## config.mk

```make
export PLATFORM = sky130hd
export DESIGN_NAME = sparse_polynomial_adder
export DESIGN_NICKNAME = d
export VERILOG_FILES = /design/src/sv/spa_pkg.sv /design/src/sv/spa_ram.sv /design/src/sv/spa_ctrl.sv /design/src/sv/spa_datapath.sv /design/src/sv/sparse_polynomial_adder.sv
export VERILOG_INCLUDE_DIRS = /design/src /design/src/sv
export SDC_FILE = /design/constraint.sdc
export NUM_CORES = 2
export LEC_CHECK = 0
export BUFFER_PORTS_ARGS = -buffer_cell sky130_fd_sc_hd__buf_4
export CAP_MARGIN = 5
export CORE_MARGIN = 1
export CORE_UTILIZATION = 67
export DETAILED_ROUTE_END_ITERATION = 10
export HOLD_SLACK_MARGIN = 0.1
export PLACE_DENSITY = 0.94
export SLEW_MARGIN = 15
export SYNTH_ARGS = -nofsm -noshare
export SYNTH_HDL_FRONTEND = slang
export SYNTH_SLANG_ARGS = --single-unit
```

## constraint.sdc

```tcl
create_clock -name clk_i -period 19.6 [get_ports clk_i]
set_clock_uncertainty 0.1 [all_clocks]
set_input_delay 3.92 -clock clk_i [delete_from_list [all_inputs] [get_ports clk_i]]
set_output_delay 3.92 -clock clk_i [all_outputs]
set_load 0.02 [all_outputs]
```

## src/sv/sparse_polynomial_adder_assert.svh

```systemverilog
// Assertion macros used by the sparse polynomial adder datapath.
// Each one expects clk_i and rst_ni to be visible where it is used.
`ifndef SPARSE_POLYNOMIAL_ADDER_ASSERT_SVH
`define SPARSE_POLYNOMIAL_ADDER_ASSERT_SVH

// Check a property on every rising clock edge while out of reset.
`define SPA_ASSERT(lbl, prop, msg) \
  lbl: assert property (@(posedge clk_i) disable iff (!rst_ni) (prop)) else $error(msg);

// Check that a condition never holds.
`define SPA_ASSERT_NEVER(lbl, cond, msg) \
  `SPA_ASSERT(lbl, !(cond), msg)

`endif

```

## src/sv/spa_pkg.sv

```systemverilog
package spa_pkg;

  localparam int unsigned EXP_W  = 8;
  localparam int unsigned COEF_W = 32;
  localparam int unsigned TERM_W = EXP_W + COEF_W;
  localparam int unsigned OP_W   = 2;

  // Operation codes carried on the input tuser
  localparam logic [OP_W-1:0] OP_LOAD_FIRST  = 2'd0;
  localparam logic [OP_W-1:0] OP_LOAD_SECOND = 2'd1;
  localparam logic [OP_W-1:0] OP_ADD         = 2'd2;

  localparam logic [COEF_W-1:0] COEF_MAX = 32'h7FFF_FFFF;
  localparam logic [COEF_W-1:0] COEF_MIN = 32'h8000_0000;

  typedef struct packed {
    logic load_first;
    logic load_second;
    logic step;
    logic flush;
  } ctl_cmd_t;

  typedef struct packed {
    logic a_left;
    logic b_left;
    logic out_free;
  } ctl_sts_t;

endpackage

```

## src/sv/spa_ram.sv

```systemverilog
module spa_ram #(
  parameter int unsigned WIDTH = 40,
  parameter int unsigned DEPTH = 16
) (
  input  logic                                   clk_i,
  input  logic                                   wr_en_i,
  input  logic [((DEPTH > 1) ? $clog2(DEPTH) : 1)-1:0] wr_addr_i,
  input  logic [WIDTH-1:0]                       wr_data_i,
  input  logic [((DEPTH > 1) ? $clog2(DEPTH) : 1)-1:0] rd_addr_i,
  output logic [WIDTH-1:0]                       rd_data_o
);

  logic [WIDTH-1:0] mem_q [DEPTH];
  logic [WIDTH-1:0] rd_data_q;

  always_ff @(posedge clk_i) begin
    if (wr_en_i) begin
      mem_q[wr_addr_i] <= wr_data_i;
    end
    rd_data_q <= mem_q[rd_addr_i];
  end

  assign rd_data_o = rd_data_q;

endmodule

```

## src/sv/spa_ctrl.sv

```systemverilog
module spa_ctrl (
  input  logic                          clk_i,
  input  logic                          rst_ni,
  input  logic                          in_valid_i,
  input  logic [spa_pkg::OP_W-1:0]      op_i,
  output logic                          in_ready_o,
  input  spa_pkg::ctl_sts_t             sts_i,
  output spa_pkg::ctl_cmd_t             cmd_o
);

  localparam logic [1:0] StIdle  = 2'd0;
  localparam logic [1:0] StMerge = 2'd1;
  localparam logic [1:0] StFlush = 2'd2;

  logic [1:0] state_q, state_d;
  logic       accept;

  assign in_ready_o = (state_q == StIdle);
  assign accept     = in_valid_i && in_ready_o;

  always_comb begin
    state_d = state_q;
    cmd_o   = '0;
    case (state_q)
      StIdle: begin
        if (accept) begin
          case (op_i)
            spa_pkg::OP_LOAD_FIRST:  cmd_o.load_first  = 1'b1;
            spa_pkg::OP_LOAD_SECOND: cmd_o.load_second = 1'b1;
            spa_pkg::OP_ADD:         state_d = StMerge;
            default: ;
          endcase
        end
      end
      StMerge: begin
        // advance one merge step per free output slot until both lists run dry
        if (!sts_i.a_left && !sts_i.b_left) begin
          state_d = StFlush;
        end else if (sts_i.out_free) begin
          cmd_o.step = 1'b1;
        end
      end
      StFlush: begin
        if (sts_i.out_free) begin
          cmd_o.flush = 1'b1;
          state_d     = StIdle;
        end
      end
      default: state_d = StIdle;
    endcase
  end

  always_ff @(posedge clk_i or negedge rst_ni) begin
    if (!rst_ni) begin
      state_q <= StIdle;
    end else begin
      state_q <= state_d;
    end
  end

endmodule

```

## src/sv/spa_datapath.sv

```systemverilog
module spa_datapath #(
  parameter int unsigned MAX_TERMS = 16
) (
  input  logic                               clk_i,
  input  logic                               rst_ni,
  input  logic [spa_pkg::EXP_W-1:0]          exponent_i,
  input  logic signed [spa_pkg::COEF_W-1:0]  coefficient_i,
  input  spa_pkg::ctl_cmd_t                  cmd_i,
  output spa_pkg::ctl_sts_t                  sts_o,
  output logic                               out_valid_o,
  input  logic                               out_ready_i,
  output logic [spa_pkg::EXP_W-1:0]          result_exponent_o,
  output logic signed [spa_pkg::COEF_W-1:0]  result_coefficient_o,
  output logic                               last_term_o,
  output logic                               empty_result_o,
  output logic                               capacity_overflow_o
);

  `include "sparse_polynomial_adder_assert.svh"

  localparam int unsigned CW = $clog2(MAX_TERMS + 1);
  localparam int unsigned AW = (MAX_TERMS > 1) ? $clog2(MAX_TERMS) : 1;
  localparam int unsigned EW = spa_pkg::EXP_W;
  localparam int unsigned KW = spa_pkg::COEF_W;

  logic [CW-1:0] cnt_a_q, cnt_a_d, cnt_b_q, cnt_b_d;
  logic [CW-1:0] ptr_a_q, ptr_a_d, ptr_b_q, ptr_b_d;
  logic          dropped_q, dropped_d;
  logic          wr_a, wr_b;
  logic [spa_pkg::TERM_W-1:0] term_wr, term_a, term_b;

  logic [EW-1:0]        ea, eb;
  logic signed [KW-1:0] ca, cb;
  logic signed [KW:0]   sum_w;
  logic [KW-1:0]        sum_sat;
  logic                 a_left, b_left, take_a, take_b, equal, produce;
  logic [EW-1:0]        new_exp;
  logic [KW-1:0]        new_coef;

  logic          pend_valid_q;
  logic [EW-1:0] pend_exp_q;
  logic [KW-1:0] pend_coef_q;

  logic          out_valid_q, out_load;
  logic [EW-1:0] out_exp_q;
  logic [KW-1:0] out_coef_q;
  logic          out_last_q, out_empty_q, out_cap_q;

  // ---------------------------------------------------------------------------
  // Term stores
  // ---------------------------------------------------------------------------
  assign term_wr = {coefficient_i, exponent_i};
  assign wr_a    = cmd_i.load_first  && (cnt_a_q < CW'(MAX_TERMS));
  assign wr_b    = cmd_i.load_second && (cnt_b_q < CW'(MAX_TERMS));

  // read at the next pointer so the data lines up with the pointer register
  spa_ram #(.WIDTH(spa_pkg::TERM_W), .DEPTH(MAX_TERMS)) u_ram_a (
    .clk_i     (clk_i),
    .wr_en_i   (wr_a),
    .wr_addr_i (cnt_a_q[AW-1:0]),
    .wr_data_i (term_wr),
    .rd_addr_i (ptr_a_d[AW-1:0]),
    .rd_data_o (term_a)
  );

  spa_ram #(.WIDTH(spa_pkg::TERM_W), .DEPTH(MAX_TERMS)) u_ram_b (
    .clk_i     (clk_i),
    .wr_en_i   (wr_b),
    .wr_addr_i (cnt_b_q[AW-1:0]),
    .wr_data_i (term_wr),
    .rd_addr_i (ptr_b_d[AW-1:0]),
    .rd_data_o (term_b)
  );

  // ---------------------------------------------------------------------------
  // Merge step
  // ---------------------------------------------------------------------------
  assign ea     = term_a[EW-1:0];
  assign ca     = term_a[spa_pkg::TERM_W-1:EW];
  assign eb     = term_b[EW-1:0];
  assign cb     = term_b[spa_pkg::TERM_W-1:EW];
  assign a_left = (ptr_a_q < cnt_a_q);
  assign b_left = (ptr_b_q < cnt_b_q);

  assign sum_w   = {ca[KW-1], ca} + {cb[KW-1], cb};
  assign sum_sat = (sum_w[KW] != sum_w[KW-1]) ?
                   (sum_w[KW] ? spa_pkg::COEF_MIN : spa_pkg::COEF_MAX) : sum_w[KW-1:0];

  always_comb begin
    take_a = 1'b0;
    take_b = 1'b0;
    equal  = 1'b0;
    if (a_left && b_left) begin
      take_a = (ea > eb);
      take_b = (ea < eb);
      equal  = (ea == eb);
    end else begin
      take_a = a_left;
      take_b = b_left;
    end
  end

  assign produce  = !(equal && (sum_sat == '0));
  assign new_exp  = take_b ? eb : ea;
  assign new_coef = take_a ? ca : (take_b ? cb : sum_sat);

  // ---------------------------------------------------------------------------
  // Counters and pointers
  // ---------------------------------------------------------------------------
  always_comb begin
    cnt_a_d   = cnt_a_q;
    cnt_b_d   = cnt_b_q;
    ptr_a_d   = ptr_a_q;
    ptr_b_d   = ptr_b_q;
    dropped_d = dropped_q;
    if (wr_a) cnt_a_d = cnt_a_q + CW'(1);
    if (wr_b) cnt_b_d = cnt_b_q + CW'(1);
    if ((cmd_i.load_first && !wr_a) || (cmd_i.load_second && !wr_b)) begin
      dropped_d = 1'b1;
    end
    if (cmd_i.step && (take_a || equal)) ptr_a_d = ptr_a_q + CW'(1);
    if (cmd_i.step && (take_b || equal)) ptr_b_d = ptr_b_q + CW'(1);
    if (cmd_i.flush) begin
      cnt_a_d   = '0;
      cnt_b_d   = '0;
      ptr_a_d   = '0;
      ptr_b_d   = '0;
      dropped_d = 1'b0;
    end
  end

  always_ff @(posedge clk_i or negedge rst_ni) begin
    if (!rst_ni) begin
      cnt_a_q   <= '0;
      cnt_b_q   <= '0;
      ptr_a_q   <= '0;
      ptr_b_q   <= '0;
      dropped_q <= 1'b0;
    end else begin
      cnt_a_q   <= cnt_a_d;
      cnt_b_q   <= cnt_b_d;
      ptr_a_q   <= ptr_a_d;
      ptr_b_q   <= ptr_b_d;
      dropped_q <= dropped_d;
    end
  end

  // ---------------------------------------------------------------------------
  // Pending term and output register: hold one term back so the final one
  // can be marked last once the merge is known to be done.
  // ---------------------------------------------------------------------------
  assign out_load = (cmd_i.step && produce && pend_valid_q) || cmd_i.flush;

  always_ff @(posedge clk_i or negedge rst_ni) begin
    if (!rst_ni) begin
      pend_valid_q <= 1'b0;
      out_valid_q  <= 1'b0;
    end else begin
      if (cmd_i.step && produce) begin
        pend_valid_q <= 1'b1;
      end else if (cmd_i.flush) begin
        pend_valid_q <= 1'b0;
      end
      if (out_load) begin
        out_valid_q <= 1'b1;
      end else if (out_ready_i) begin
        out_valid_q <= 1'b0;
      end
    end
  end

  always_ff @(posedge clk_i) begin
    if (cmd_i.step && produce) begin
      pend_exp_q  <= new_exp;
      pend_coef_q <= new_coef;
    end
    if (out_load) begin
      out_exp_q   <= pend_valid_q ? pend_exp_q  : '0;
      out_coef_q  <= pend_valid_q ? pend_coef_q : '0;
      out_last_q  <= cmd_i.flush;
      out_empty_q <= cmd_i.flush && !pend_valid_q;
      out_cap_q   <= dropped_q;
    end
  end

  assign sts_o.a_left   = a_left;
  assign sts_o.b_left   = b_left;
  assign sts_o.out_free = !out_valid_q || out_ready_i;

  assign out_valid_o          = out_valid_q;
  assign result_exponent_o    = out_exp_q;
  assign result_coefficient_o = out_coef_q;
  assign last_term_o          = out_last_q;
  assign empty_result_o       = out_empty_q;
  assign capacity_overflow_o  = out_cap_q;

  `SPA_ASSERT(ptr_a_in_range, (ptr_a_q <= cnt_a_q) && (ptr_b_q <= cnt_b_q), "pointer past count")
  `SPA_ASSERT(cnt_in_range, (cnt_a_q <= CW'(MAX_TERMS)) && (cnt_b_q <= CW'(MAX_TERMS)), "count past capacity")
  `SPA_ASSERT_NEVER(no_overwrite, out_valid_q && !out_ready_i && out_load, "stalled word overwritten")
  `SPA_ASSERT(flush_clears, cmd_i.flush |=> (cnt_a_q == '0) && (cnt_b_q == '0) && !dropped_q && !pend_valid_q, "stores not cleared after add")

endmodule

```

## src/sv/sparse_polynomial_adder.sv

```systemverilog
// Sparse polynomial adder. Load the terms of two polynomials one word each
// (tuser 0 appends to the first list, 1 to the second, in descending exponent
// order), then send tuser 2 to merge them: equal exponents are summed with
// Q16.16 saturation and zero sums are dropped. A term loaded into a full list
// is dropped and flagged on every word of the next result. An add is accepted
// while idle, then runs one merge step per free output slot (at most first
// count plus second count steps, each reading one term from each
// single-read-port term memory), sees that both lists are used up and emits
// the final word, stalling while the output is back-pressured. An empty sum
// gives one word flagged empty. After an add both lists and the drop flag are
// clear.
module sparse_polynomial_adder #(
  parameter int unsigned MAX_TERMS = 16
) (
  input  logic        clk_i,
  input  logic        rst_ni,
  input  logic        s_axis_tvalid,
  output logic        s_axis_tready,
  input  logic [39:0] s_axis_tdata,   // [7:0] exponent, [39:8] coefficient
  input  logic [1:0]  s_axis_tuser,   // [1:0] operation
  output logic        m_axis_tvalid,
  input  logic        m_axis_tready,
  output logic [39:0] m_axis_tdata,   // [7:0] result_exponent, [39:8] result_coefficient
  output logic        m_axis_tlast,   // last_term
  output logic [1:0]  m_axis_tuser    // [0] empty_result, [1] capacity_overflow
);

  spa_pkg::ctl_cmd_t cmd;
  spa_pkg::ctl_sts_t sts;

  logic [spa_pkg::EXP_W-1:0]         res_exp;
  logic signed [spa_pkg::COEF_W-1:0] res_coef;
  logic                              res_empty, res_cap;

  spa_ctrl u_ctrl (
    .clk_i      (clk_i),
    .rst_ni     (rst_ni),
    .in_valid_i (s_axis_tvalid),
    .op_i       (s_axis_tuser),
    .in_ready_o (s_axis_tready),
    .sts_i      (sts),
    .cmd_o      (cmd)
  );

  spa_datapath #(.MAX_TERMS(MAX_TERMS)) u_datapath (
    .clk_i                (clk_i),
    .rst_ni               (rst_ni),
    .exponent_i           (s_axis_tdata[7:0]),
    .coefficient_i        (s_axis_tdata[39:8]),
    .cmd_i                (cmd),
    .sts_o                (sts),
    .out_valid_o          (m_axis_tvalid),
    .out_ready_i          (m_axis_tready),
    .result_exponent_o    (res_exp),
    .result_coefficient_o (res_coef),
    .last_term_o          (m_axis_tlast),
    .empty_result_o       (res_empty),
    .capacity_overflow_o  (res_cap)
  );

  assign m_axis_tdata = {res_coef, res_exp};
  assign m_axis_tuser = {res_cap, res_empty};

endmodule
```

==> reports/metrics.json <==
{
  "finalPower": {"value": 0.01208, "unit": "W"},
  "synth-edff-count": {"value": 1363},
  "cts_inserted_buffers": {"value": 141},
  "worstHoldStart": {"value": "u_datapath.dropped_q$_DFFE_PN0P_"},
  "port-buffer-count": {"value": 90},
  "mapped_nets": {"value": 3613},
  "power.leakage": {"value": 22.20, "unit": "nW"},
  "synth.area.top_cells": {"value": "sky130_fd_sc_hd__edfxtp_1, sky130_fd_sc_hd__mux2i_1, sky130_fd_sc_hd__mux4_2"},
  "worstSetupPathType": {"value": "in2reg"},
  "worstReg2RegEnd": {"value": "u_datapath.u_ram_a.rd_data_o[8]$_DFF_P_"},
  "die_height": {"value": 300.2, "unit": "um"},
  "synth-warning-count": {"value": 0},
  "clock_tree_from_tritoncts": {"value": "done"},
  "finalMaxSlewViolations": {"value": 0},
  "powerDensity": {"value": 182.5, "unit": "nW/um^2"},
  "chain_of_cells_forming_the_critical_path": {"value": "buf_4, nor2b_1, nor2_1, o211ai_1, a31oi_2, mux2i_4, buf_4, buf_4, buf_4, mux2i_1, mux2i_1, mux2i_1, mux2i_1"},
  "clkSinkCount": {"value": 1468},
  "grt_first_pass_wirelength": {"value": 237.0, "unit": "mm"},
  "synth_sequential_area_ratio": {"value": 72.46, "unit": "%"},
  "maxClockFrequency": {"value": 118.5, "unit": "MHz"},
  "finalNonFillerCells": {"value": 4884},
  "routedWlPerCell": {"value": 33.52, "unit": "um"},
  "max-vdd-ir-drop": {"value": 0.0002522, "unit": "V"},
  "most_common_cell_in_the_netlist": {"value": "sky130_fd_sc_hd__edfxtp_1"},
  "critPathTopFamily": {"value": "buffers and inverters"},
  "timing.critical_path.slowest_stage_cell": {"value": "sky130_fd_sc_hd__buf_4"},
  "synth_area_per_cell": {"value": 16.98, "unit": "um^2"},
  "report.final.setup_viol": {"value": 0},
  "number_of_register_bits_inferred_by_synthesis": {"value": 1468},
  "synth_async_sr_flop_share": {"value": 1.703, "unit": "%"},
  "rsz0062_at_grt": {"value": "false"},
  "post_synth_instance_area": {"value": 59560, "unit": "um^2"},
  "clk_path_buf_depth": {"value": 3},
  "cell_accounting_for_the_most_synthesized_area": {"value": "sky130_fd_sc_hd__edfxtp_1"},
  "slew-limit-headroom": {"value": 11.50, "unit": "%"},
  "number_of_instances_in_the_synthesized_netlist": {"value": 3508},
  "setup.reg_to_reg.worst_slack": {"value": 12.76, "unit": "ns"},
  "row_count": {"value": 108},
  "worstSetupEndpointType": {"value": "flop"},
  "timing.final.hold_violations": {"value": 0},
  "synth_largest_type_area_fraction": {"value": 68.72, "unit": "%"},
  "dr_total_vias": {"value": 36160},
  "worstPathRequired": {"value": 20.11, "unit": "ns"},
  "transition_time_at_the_pin_with_the_least_slew_margin": {"value": 1.325, "unit": "ns"},
  "flow.area_growth_from_synthesis": {"value": 11.13, "unit": "%"},
  "number_of_setup_buffers_added_after_cts": {"value": 0},
  "hold_path.class": {"value": "reg2reg"},
  "maximum_number_of_pins_on_one_net_before_global_route_repair": {"value": 142},
  "worstPathArrival": {"value": 8.95, "unit": "ns"},
  "cp-start-kind": {"value": "input port"},
  "worst_r2r_path_depth": {"value": 14},
  "drt_iter0_markers": {"value": 6410},
  "timing.rr.start": {"value": "u_datapath.u_ram_a.rd_data_o[5]$_DFF_P_"},
  "grt_antenna_before_repair": {"value": 5},
  "post_cts_resized": {"value": 0},
  "number_of_stages_on_the_worst_hold_path": {"value": 0},
  "post_synth_most_frequent_cells": {"value": "sky130_fd_sc_hd__edfxtp_1, sky130_fd_sc_hd__mux2i_1, sky130_fd_sc_hd__nand2_1"},
  "globalRouteTotalUtil": {"value": 36.49, "unit": "%"},
  "core": {"value": 87430, "unit": "um^2"},
  "clk_transition_reported_paths": {"value": 0.06, "unit": "ns"},
  "hold_path_sink": {"value": "u_datapath.capacity_overflow_o$_DFFE_PP_"},
  "synthFlopType": {"value": "sky130_fd_sc_hd__edfxtp_1"},
  "totalNegativeSetupSlack": {"value": 0, "unit": "ns"},
  "dp_hpwl": {"value": 83.89, "unit": "mm"},
  "timing.critical_path.fanout_max": {"value": 66},
  "cp_bufs_invs": {"value": 4},
  "post_drt_via_cell_ratio": {"value": 7.404},
  "ant_nets": {"value": 0},
  "root_buffer": {"value": "sky130_fd_sc_hd__clkbuf_16"},
  "share_of_cells_above_drive_strength_1": {"value": 13.66, "unit": "%"},
  "cp_slowest_stage_delay": {"value": 0.97, "unit": "ns"},
  "grt_pass1_vias": {"value": 36460},
  "numPlacedInstances": {"value": 4622},
  "drt_first_pass_iters": {"value": 8},
  "gr-total-overflow": {"value": 0},
  "initial_utilization": {"value": 68.12, "unit": "%"},
  "fp.dieArea": {"value": 90090, "unit": "um^2"},
  "boundaryPins": {"value": 91},
  "gp_congestion": {"value": 0.9929},
  "die_x": {"value": 300.2, "unit": "um"},
  "route.final.wire_length": {"value": 163.7, "unit": "mm"},
  "synth_cell_types": {"value": 78},
  "layout_worst_path_cycle_share": {"value": 43.05, "unit": "%"},
  "fin_crit": {"value": 8.438, "unit": "ns"},
  "cts_max_level": {"value": 4},
  "run_status": {"value": "finished clean"},
  "clock_insertion_delay_at_the_later_pin_of_the_skew_report": {"value": 0.77, "unit": "ns"},
  "drc": {"value": 0},
  "nets": {"value": 3716},
  "cts_hold_repair.buffers": {"value": 0},
  "max_cap_viol_count": {"value": 0}
}
-- cell usage in the layout, fill, tap and decap left out, types with 35 or more instances in the layout --
master                      instances
sky130_fd_sc_hd__a211o_1           57
sky130_fd_sc_hd__a211oi_1          85
sky130_fd_sc_hd__a21oi_1           45
sky130_fd_sc_hd__a22oi_1           40
sky130_fd_sc_hd__and2_1            44
sky130_fd_sc_hd__and3_1            86
sky130_fd_sc_hd__buf_4            158
sky130_fd_sc_hd__clkbuf_1          51
sky130_fd_sc_hd__clkbuf_16        141
sky130_fd_sc_hd__dfxtp_1           80
sky130_fd_sc_hd__edfxtp_1        1363
sky130_fd_sc_hd__ha_1              58
sky130_fd_sc_hd__inv_1             36
sky130_fd_sc_hd__mux2i_1          660
sky130_fd_sc_hd__mux4_2            80
sky130_fd_sc_hd__nand2_1          126
sky130_fd_sc_hd__nand3_1           54
sky130_fd_sc_hd__nor2_1            48
sky130_fd_sc_hd__o211ai_1          35
sky130_fd_sc_hd__o21ai_0          116
-- area by class of cell --
class | instances | area, um^2
sequential | 1468 | 43160
fill | 4228 | 21240
antenna | 2 | 5.005
inverter | 40 | 155.1
multi-input combinational | 1799 | 15690
clock inverter | 53 | 594.3
tap | 1155 | 1445
clock buffer | 206 | 3913
timing repair buffer | 161 | 1231
-- metal layers --
metal	part of all wire [%]	wire length (um)	vias up	GRT usage, %
li1	-	-	14080	-
met1	33	53360	17460	46.01
met2	46	74880	3635	56.05
met3	14	23370	988	11.21
met4	7.4	12050	6	22.17
met5	0.030	49	-	0
-- cells by family (layout without fill, tap and decap cells) --
| group | Yosys count | after routing | synth area share (%) |
|---|---|---|---|
| buffers and inverters | 241 | 460 | 1.769 |
| DFF | 1468 | 1468 | 72.46 |
| AOI/OAI and AO/OA | 495 | 495 | 5.897 |
| xor gates and xnor gates | 34 | 34 | 0.5000 |
| muxes | 742 | 742 | 14.15 |
| and+or+nand+nor | 469 | 469 | 3.972 |
| other | 0 | 2 | 0 |
| adders and majority gates | 59 | 59 | 1.252 |
-- flip-flops by register name (all words and copies together), names as in the netlist --
signal	count
u_datapath.out_valid_o	1
u_datapath.u_ram_b.mem_q	640
u_datapath.u_ram_a.mem_q	640
u_datapath.u_ram_b.rd_data_o	40
u_datapath.u_ram_a.rd_data_o	40
u_datapath.cnt_b_q	5
u_datapath.result_exponent_o	8
u_datapath.result_coefficient_o	32
u_datapath.cnt_a_q	5
u_datapath.dropped_q	1
u_datapath.ptr_b_q	5
u_datapath.ptr_a_q	5
u_datapath.empty_result_o	1
u_ctrl.state_q	2
u_datapath.pend_valid_q	1
u_datapath.capacity_overflow_o	1
u_datapath.pend_coef_q	32
u_datapath.pend_exp_q	8
u_datapath.last_term_o	1
-- worst max path at each step --
stage	start	to	slack [ns]	cells after the start
2_1_floorplan	m_axis_tready	u_datapath.capacity_overflow_o$_DFFE_PP_	11.27	7
3_5_place_dp	m_axis_tready	u_datapath.u_ram_a.rd_data_o[8]$_DFF_P_	10.59	13
3_3_place_gp	m_axis_tready	u_datapath.u_ram_a.rd_data_o[10]$_DFF_P_	10.87	13
5_1_grt	m_axis_tready	u_datapath.u_ram_a.rd_data_o[2]$_DFF_P_	10.97	13
6_report	m_axis_tready	u_datapath.u_ram_a.rd_data_o[8]$_DFF_P_	11.16	13
4_1_cts	m_axis_tready	u_datapath.u_ram_a.rd_data_o[8]$_DFF_P_	11.25	13
-- through the flow --
stage | util [%] | cell area, um^2 | hold slack (ns) | worst slack (ns)
after floorplan | - | 59560 | 0.3256 | 11.27
after detailed placement | 70.54 | 61670 | 0.3431 | 10.59
after global routing | 75.70 | 66180 | 0.3872 | 10.97
after CTS | 75.69 | 66180 | 0.3740 | 11.25
final | 75.70 | 66190 | 0.3681 | 11.16
after global placement | 70.54 | 61670 | 0.3374 | 10.87
-- power breakdown --
part | total [W] | switching [W] | internal [W]
clock | 0.00270 | 0.00120 | 0.00151
combinational | 0.00535 | 0.00349 | 0.00187
sequential | 0.00402 | 0.000195 | 0.00383
total | 0.0121 | 0.00488 | 0.00720
-- worst register-to-register path: cells and delay by family (launching register included) --
kind / cells / cell delay, ns
and+or+nand+nor: 2 / 0.97
adders and majority gates: 1 / 0.30
muxes: 5 / 1.34
buffers and inverters: 3 / 2.82
AOI/OAI and AO/OA: 3 / 0.73
DFF: 1 / 0.42
No activity file was read; power rests on OpenSTA's default activity.
